### config.mk
export PLATFORM = sky130hd
export DESIGN_NAME = matrix_keypad_scanner_8x8
export DESIGN_NICKNAME = d
export VERILOG_FILES = /design/src/rtl/mks_pkg.sv /design/src/rtl/mks_core.sv /design/src/rtl/matrix_keypad_scanner_8x8.sv
export SDC_FILE = /design/constraint.sdc
export NUM_CORES = 1
export LEC_CHECK = 0
export ABC_CLOCK_PERIOD_IN_PS = 4400
export CORE_MARGIN = 3
export CORE_UTILIZATION = 53
export DETAILED_ROUTE_END_ITERATION = 8
export DONT_BUFFER_PORTS = 1
export PLACE_DENSITY = 0.68
export RECOVER_POWER = 50
export SETUP_SLACK_MARGIN = 0.05
export SLEW_MARGIN = 20
export SYNTH_ARGS = -nofsm -noshare
export SYNTH_HDL_FRONTEND = slang
export SYNTH_SLANG_ARGS = --single-unit
### constraint.sdc
create_clock -name clk -period 4.4 [get_ports clk]
set_input_delay 0 -clock clk [delete_from_list [all_inputs] [get_ports clk]]
set_output_delay 0 -clock clk [all_outputs]
set_load 0.005 [all_outputs]
### src/rtl/mks_pkg.sv
// Package for the 8x8 matrix keypad scanner: widths, result type, key decode.
// Depends on nothing; imported by mks_core, matrix_keypad_scanner_8x8 and mks_checker.
`default_nettype none

package mks_pkg;

    localparam int unsigned SENSE_W = 8;
    localparam int unsigned COL_W   = 3;
    localparam int unsigned KEY_W   = 7;
    localparam int unsigned TICK_W  = 16;

    localparam logic [TICK_W-1:0]  DEBOUNCE_RESET = 16'd15;
    localparam logic [SENSE_W-1:0] ALL_RELEASED   = 8'hFF;
    localparam logic [COL_W-1:0]   LAST_COLUMN    = 3'd7;

    // Result beat of one scan tick
    typedef struct packed {
        logic [COL_W-1:0] drive_column;
        logic [KEY_W-1:0] key_code;
        logic             scan_done;
    } mks_result_t;

    // Code offset of each column
    function automatic logic [KEY_W-1:0] column_base(input logic [COL_W-1:0] col);
        logic [KEY_W-1:0] base;
        case (col)
            3'd0:    base = 7'd8;
            3'd1:    base = 7'd0;
            3'd2:    base = 7'd24;
            3'd3:    base = 7'd16;
            3'd4:    base = 7'd40;
            3'd5:    base = 7'd32;
            3'd6:    base = 7'd56;
            3'd7:    base = 7'd48;
            default: base = 7'd0;
        endcase
        return base;
    endfunction

    // Exactly one low line gives base + (line ^ 1) + 1, anything else gives 0
    function automatic logic [KEY_W-1:0] decode_key(input logic [COL_W-1:0]   col,
                                                    input logic [SENSE_W-1:0] sense);
        logic [SENSE_W-1:0] low;
        logic [COL_W-1:0]   line;
        logic               single;
        low    = ~sense;
        single = (low != '0) && ((low & (low - 8'd1)) == '0);
        line   = '0;
        for (int i = 0; i < SENSE_W; i++) begin
            if (low[i]) begin
                line = COL_W'(i);
            end
        end
        if (single) begin
            return column_base(col) + KEY_W'(line ^ 3'd1) + 7'd1;
        end
        return '0;
    endfunction

endpackage

`default_nettype wire

### src/rtl/mks_core.sv
// Scan state and per-tick update: column walk, debounce wait, held key code.
// Depends on mks_pkg.
`default_nettype none

module mks_core (
    input  wire logic                        clk,
    input  wire logic                        rst_n,
    input  wire logic                        step_en,
    input  wire logic [mks_pkg::SENSE_W-1:0] sense,
    input  wire logic [mks_pkg::TICK_W-1:0]  debounce_ticks,
    output mks_pkg::mks_result_t             result
);
    import mks_pkg::*;

    logic [COL_W-1:0]  column_reg, column_next;
    logic              active_reg, active_next;
    logic [TICK_W-1:0] count_reg, count_next;
    logic [KEY_W-1:0]  held_reg, held_next;

    logic              advance;
    logic [KEY_W-1:0]  held_mid;

    // Next-state logic for one tick
    always_comb
    begin
        column_next = column_reg;
        active_next = active_reg;
        count_next  = count_reg;
        held_mid    = held_reg;
        advance     = 1'b0;
        result      = '0;

        if (active_reg) begin
            if (count_reg != '0) begin
                count_next = count_reg - 16'd1;
            end else begin
                active_next = 1'b0;
                if (sense != ALL_RELEASED) begin
                    held_mid = decode_key(column_reg, sense);
                end
                advance = 1'b1;
            end
        end else if (sense != ALL_RELEASED) begin
            active_next = 1'b1;
            count_next  = debounce_ticks;
        end else begin
            advance = 1'b1;
        end

        held_next = held_mid;
        if (advance) begin
            if (column_reg == LAST_COLUMN) begin
                result.key_code  = held_mid;
                result.scan_done = 1'b1;
                held_next        = '0;
                column_next      = '0;
            end else begin
                column_next = column_reg + 3'd1;
            end
        end
        result.drive_column = column_next;
    end

    // State registers, updated once per tick
    always_ff @(posedge clk or negedge rst_n)
    begin
        if (!rst_n) begin
            column_reg <= '0;
            active_reg <= 1'b0;
            count_reg  <= '0;
            held_reg   <= '0;
        end else if (step_en) begin
            column_reg <= column_next;
            active_reg <= active_next;
            count_reg  <= count_next;
            held_reg   <= held_next;
        end
    end

endmodule

`default_nettype wire

### src/rtl/matrix_keypad_scanner_8x8.sv
// 8x8 matrix keypad scanner with debounce.
//
// Input channel (in_valid / in_stall, sense_lines): one beat per scan tick,
// the eight sense lines sampled while column drive_column of the previous
// result is held low (column 0 after reset). A low bit means pressed.
// Output channel (out_valid / out_stall): one result beat per input beat,
// in order: drive_column for the next sample, and on the tick that ends a
// full scan of columns 0..7, scan_done with key_code (0 for none/invalid).
// Config channel (cfg_valid / cfg_ready, cfg_data): debounce_ticks, the
// ticks waited between the detecting and the confirming sample. cfg_ready
// is always high; write only while the block is idle.
// Throughput: one beat per cycle while the receiver does not stall; an
// input register and a result register hold one beat each, and the scan
// update sits between them. When the receiver stalls, the result holds and
// at most one more input beat is taken before in_stall rises. Reset clears
// the scan to column 0, drops both registers and sets debounce_ticks to 15.
// Depends on mks_pkg and mks_core.
`default_nettype none

module matrix_keypad_scanner_8x8 (
    input  wire logic                        clk,
    input  wire logic                        rst_n,
    input  wire logic                        in_valid,
    output      logic                        in_stall,
    input  wire logic [mks_pkg::SENSE_W-1:0] sense_lines,
    output      logic                        out_valid,
    input  wire logic                        out_stall,
    output      logic [mks_pkg::COL_W-1:0]   drive_column,
    output      logic [mks_pkg::KEY_W-1:0]   key_code,
    output      logic                        scan_done,
    input  wire logic                        cfg_valid,
    output      logic                        cfg_ready,
    input  wire logic [mks_pkg::TICK_W-1:0]  cfg_data
);
    import mks_pkg::*;

    logic                 in_valid_reg;
    logic [SENSE_W-1:0]   sense_reg;
    logic                 out_valid_reg;
    mks_result_t          result_reg;
    logic [TICK_W-1:0]    debounce_reg;
    mks_result_t          core_result;
    logic                 out_free;
    logic                 step_en;

    assign out_free  = !out_valid_reg || !out_stall;
    assign step_en   = in_valid_reg && out_free;
    assign in_stall  = in_valid_reg && !out_free;
    assign cfg_ready = 1'b1;

    // Configuration register
    always_ff @(posedge clk or negedge rst_n)
    begin
        if (!rst_n) begin
            debounce_reg <= DEBOUNCE_RESET;
        end else if (cfg_valid) begin
            debounce_reg <= cfg_data;
        end
    end

    // Input register
    always_ff @(posedge clk or negedge rst_n)
    begin
        if (!rst_n) begin
            in_valid_reg <= 1'b0;
        end else if (!in_stall) begin
            in_valid_reg <= in_valid;
        end
    end

    always_ff @(posedge clk)
    begin
        if (in_valid && !in_stall) begin
            sense_reg <= sense_lines;
        end
    end

    // Scan update
    mks_core u_core (
        .clk            (clk),
        .rst_n          (rst_n),
        .step_en        (step_en),
        .sense          (sense_reg),
        .debounce_ticks (debounce_reg),
        .result         (core_result)
    );

    // Result register
    always_ff @(posedge clk or negedge rst_n)
    begin
        if (!rst_n) begin
            out_valid_reg <= 1'b0;
        end else if (out_free) begin
            out_valid_reg <= in_valid_reg;
        end
    end

    always_ff @(posedge clk)
    begin
        if (step_en) begin
            result_reg <= core_result;
        end
    end

    assign out_valid    = out_valid_reg;
    assign drive_column = result_reg.drive_column;
    assign key_code     = result_reg.key_code;
    assign scan_done    = result_reg.scan_done;

endmodule

`default_nettype wire

Word-level counts from Yosys, hierarchy flattened
Memory sizes are Yosys's and may differ from the RTL's.
Cells that the tools add are included.
{"block": "totals", "reg_bits": 64, "mem_bits_ro": 24, "input_bits": 29, "output_inout_bits": 14, "wordCells": 75, "mem_count": 1}
{"block": "op_classes", "n_addsub": 5, "n_eq_ne": 3, "mux": 37, "bitwise_logic": 3, "n_reduce_logical": 15}
{"name": "(name not given)", "words": 8, "width": 3, "read_ports": 1, "rd_clocked_by_memory_dff": 0, "wr": 0, "line_no": "mks_pkg.sv:26", "text": "case (col)"}
{"operator": "2-to-1 mux 7 bit", "n": 11}
{"operator": "2-to-1 mux 16 bit", "n": 3}
{"operator": "2-to-1 mux 3 bit", "n": 9}
{"operator": "nonzero test 16 bit", "n": 1}
{"operator": "subtractor 16 x 1 -> 16 bit, second input constant", "n": 1}
{"operator": "2-to-1 mux 1 bit", "n": 12}
{"operator": "AND 8 bit", "n": 1}
{"operator": "logical NOT 8 bit", "n": 1}
{"operator": "!= test 8 bit, second input constant", "n": 1}
{"operator": "inverter 8 bit", "n": 1}
{"operator": "nonzero test 8 bit", "n": 1}
{"operator": "subtractor 8 x 1 -> 8 bit, second input constant", "n": 1}
{"operator": "adder 7 x 1 -> 7 bit, second input constant", "n": 1}
{"operator": "adder 7 x 3 -> 7 bit", "n": 1}
{"operator": "logical AND 1 bit", "n": 4}
{"operator": "logical NOT 1 bit", "n": 4}
{"operator": "2-to-1 mux 2 bit", "n": 2}
{"operator": "adder 3 x 1 -> 3 bit, second input constant", "n": 1}
{"operator": "equality test 3 bit, second input constant", "n": 1}
{"operator": "AND reduction 3 bit", "n": 1}
{"operator": "!= test 2 bit, second input constant", "n": 1}
{"operator": "AND reduction 2 bit", "n": 1}
{"operator": "nonzero test 2 bit", "n": 1}
{"operator": "logical OR 1 bit", "n": 1}
{"operator": "inverter 1 bit", "n": 1}

Longest topological paths before layout
{"block": "logic_depth", "ltp_word": 21, "depth_mapped": 10, "ltp_nobuf": 8}

Modules after synthesis
A second synthesis with hierarchy kept.
{"block": "unflattened", "hier_cells": 267, "hier_area_um2": 3181.8}
{"module": "mks_core", "n_inst": 1, "cells_each": 204, "area_per_inst_um2": 1859.3, "seq_area_each_um2": 675.6}
{"module": "matrix_keypad_scanner_8x8", "n_inst": 1, "cells_each": 63, "area_per_inst_um2": 1322.5, "seq_area_each_um2": 1026.0}

Least setup slack after synthesis
OpenSTA, ideal clock, no wires.
{"block": "synth_path", "path_kind": "flip-flop to flip-flop", "startpoint": "register u_core.count_reg[0]", "endpoint": "register result_reg, in the netlist drive_column[2], data pin", "setup_ns": 0.260, "arrival_ns": 1.925, "required_ns": 4.140, "slack_ns": 2.215, "stages_incl_launch_ff": 8, "n_path_buf": 1, "period_less_slack_ns": 2.185, "path_cell_list": "dfrtp_1 inv_1 ha_1 or4b_1 buf_2 and4bb_2 nor2_1 mux2_2"}
{"element": "start: declaration", "line_no": "mks_core.sv:17", "text": "logic [TICK_W-1:0] count_reg, count_next;"}
{"element": "start signal: assignment", "line_no": "mks_core.sv:75", "text": "count_reg <= count_next;"}
{"element": "end signal: assignment", "line_no": "matrix_keypad_scanner_8x8.sv:101", "text": "result_reg <= core_result;"}
{"element": "end: declaration", "line_no": "matrix_keypad_scanner_8x8.sv:40", "text": "mks_result_t result_reg;"}

Worst setup path in the final report
{"block": "layout_path", "startpoint": "register u_core.active_reg", "endpoint": "register result_reg, in the netlist key_code[3], data pin"}
{"block": "layout_via", "elab_chain_cells": 2}
{"element": "start: declaration", "line_no": "mks_core.sv:16", "text": "logic active_reg, active_next;"}
{"element": "start signal: assignment", "line_no": "mks_core.sv:74", "text": "active_reg <= active_next;"}
{"element": "2-to-1 mux 1 bit", "line_no": "mks_core.sv:33", "text": "if (active_reg) begin"}
{"element": "AND reduction 2 bit (no source line)"}
Parallel ways exist; a longest one is shown, timed or not.
A chain may end at the register's enable or synchronous reset.

==> impl_metrics.json <==
{
  "status": "complete, but fails checks",
  "violations": "capacitance limit, slew limit",
  "root_buffer": "clkbuf_8",
  "tritoncts": "done",
  "drt.antenna.violating_nets": 0,
  "wl_met2_um": 2945,
  "drt_first_pass_iters": 4,
  "grt_overflow": 0,
  "grtUsageTotal": 0.2108,
  "io_pins": 43,
  "numCtsBuffers": 9,
  "post_cts_resized": 0,
  "fin_setup_tns_ns": 0,
  "wl_met1_um": 3022,
  "tightest_slew_ns": 2.438,
  "crit_arrival_ns": 2.93,
  "hpwl_um": 4021,
  "rsz0062_at_grt": "no",
  "cts_num_sinks": 64,
  "via_per_inst": 5.648,
  "synth-seq-cells": 64,
  "multiInputGateArea_mm2": 0.001294,
  "die_x_um": 82.61,
  "start_util": 0.5547,
  "yosysWarnings": 0,
  "slowest_stage": "dfrtp_1",
  "rows": 27,
  "hold_slack_ns": 0.1661,
  "clk_latency_ns": 0.34,
  "required_ns": 4.58,
  "finalHoldViolCount": 0,
  "final_cell_mix": "dlygate4sd3_1 (44), dfrtp_1 (41), nand2_1 (37)",
  "slew_viol_final": 46,
  "portBuffers": 0,
  "p_per_area_mw_per_mm2": 427.0,
  "antenna_found_initial": 0,
  "synthDistinctLibCells": 56,
  "die_h_um": 82.61,
  "routed.top_layer": "met4",
  "vias": 2327,
  "nFillCells": 456,
  "placed_area_mm2": 0.003127,
  "crit_chain": "clkinv_1 -> nor2_1 -> and4_1 -> nand4_1 -> o21ai_0",
  "synthArstFlopShare": 0.7031,
  "syn-num-nets": 326,
  "grt_first_pass_wirelength_um": 10730,
  "dominantRegCellSynth": "dfrtp_1",
  "h-tree-depth": 3,
  "peakVddDrop_v": 0.0003289,
  "area.sequential_mm2": 0.001702,
  "synth_area_per_cell_um2": 10.65,
  "design_area_mm2": 0.003776,
  "place_congestion": 0.8104,
  "hp-class": "input pin to output pin",
  "max_slew_margin": -0.6255,
  "area_growth_pct": 21.40,
  "setup_viol": 0,
  "synth_seq_area_share": 0.5471,
  "core_mm2": 0.005608,
  "leakagePower_nw": 1.492,
  "cp_max_fo": 29,
  "drt_iter0_drc": 144,
  "num_antenna_cells": 0,
  "timing.final.crit_share": 0.6256,
  "syn_inst": 292,
  "clkSlewWorstSetupHoldPaths_ns": 0.07,
  "crit_path_start_kind": "flip-flop",
  "drc_errors": 0,
  "cp-end-kind": "flip-flop",
  "worst-setup-path-type": "flip-flop to flip-flop",
  "fin_nets": 369,
  "fmax_ghz": 0.3633,
  "die-area_mm2": 0.006824,
  "max_stage_delay_ns": 0.87,
  "wl_met3_um": 218,
  "grt_pass1_vias": 2245,
  "drv_cap": 1,
  "mostFrequentLayoutCell": "dlygate4sd3_1",
  "min_period_ns": 2.752,
  "synth-edff-count": 19,
  "wl_per_cell_um": 15.37,
  "synth_area_mm2": 0.003110,
  "drive_gt1_frac": 0.1235,
  "clock_skew_ns": 0.008259,
  "grt_max_degree": 46,
  "cts_buffer_depth": 2,
  "wirelength_um": 6333
}
-- worst max-delay path, delay by kind of cell (launching register included) --
family	cells	cell delay (ns)
flops	1	0.87
simple gates	3	0.75
compound gates	1	0.24
buf+inv	1	0.73
-- timing repair --
item	in CTS	in global routing
setup endpoints to repair	0	0
hold buffers	45	0
hold endpoints to repair	71	0
setup buffers	0	0
-- cell type report --
| class | count | area share |
|---|---|---|
| clock inverters | 4 | 0.01856 |
| inverters | 11 | 0.01093 |
| repair buffers | 45 | 0.1176 |
| well taps | 72 | 0.02386 |
| multi-input cells | 204 | 0.3426 |
| clock buffers | 12 | 0.03579 |
| flip-flops and latches | 64 | 0.4506 |
-- worst paths after layout --
path                       depth (start not counted)  slack [ns]                from                   to
setup / recovery                                   5        1.65   u_core.active_reg          key_code[3]
hold / removal                                     2        0.17           out_stall             in_stall
setup reg to reg                                   5        1.65   u_core.active_reg          key_code[3]
hold reg to reg                                    2        0.48  u_core.held_reg[6]   u_core.held_reg[6]
max in group asynchronous                          2        2.05               rst_n  u_core.count_reg[8]
min in group asynchronous                          2        0.94               rst_n   u_core.held_reg[6]
-- stage by stage --
stage | std cells | total power [mW] | util | setup WS, ns
after floorplan | 292 | 0.9834 | - | 2.215
after global placement | 351 | 1.022 | 0.5576 | 1.743
after detailed placement | 351 | 1.032 | 0.5576 | 1.630
after CTS | 412 | 1.616 | 0.6776 | 1.596
after global routing | 412 | 1.693 | 0.6734 | 1.241
final | 412 | 1.612 | 0.6734 | 1.648
-- routing by layer --
layer | up-vias | global-route usage
met5 | - | 0
met4 | 0 | 0.09967
met3 | 14 | 0.04338
met2 | 50 | 0.3261
met1 | 1115 | 0.2833
li1 | 1148 | -
-- kinds of logic after synthesis --
logic type      count (synthesis)  share of synthesized area
mux                            19                    0.06838
fa+ha+maj                       5                    0.02011
buf+inv                        24                    0.03701
xor+xnor                        4                    0.01127
simple gates                  100                     0.1637
flops                          64                     0.5471
compound gates                 75                     0.1512
other cells                     1                   0.001206
-- synth_stat cells, types with 3 or more instances --
cell       count  area, um^2
nand2b_1       4       25.02
edfxtp_1      19       570.6
or2_2          4       25.02
nand4_1        6       37.54
nand2_1       37       138.9
o22ai_1        4       25.02
a31oi_1        3       18.77
o2bb2ai_1      3       26.28
inv_1         10       37.54
nor4_1         3       18.77
mux2_2        18       202.7
a2bb2oi_1      5       43.79
or3_1          3       18.77
nor2_1        16       60.06
nor2b_1        3       18.77
o21ai_0       28       140.1
ha_1           5       62.56
nor3_1         6       30.03
clkbuf_1       6       22.52
a21oi_1       13       65.06
nand3_1        7       35.03
dfstp_2        4       105.1
dfrtp_1       41        1026
-- where the power goes --
group          switching, mW  internal (mW)  total, mW  leakage [nW]
sequential            0.0951          0.704      0.799         0.725
combinational          0.132          0.140      0.273         0.662
clock                  0.222          0.318      0.540         0.104
No activity file was read; power rests on OpenSTA's default activity.
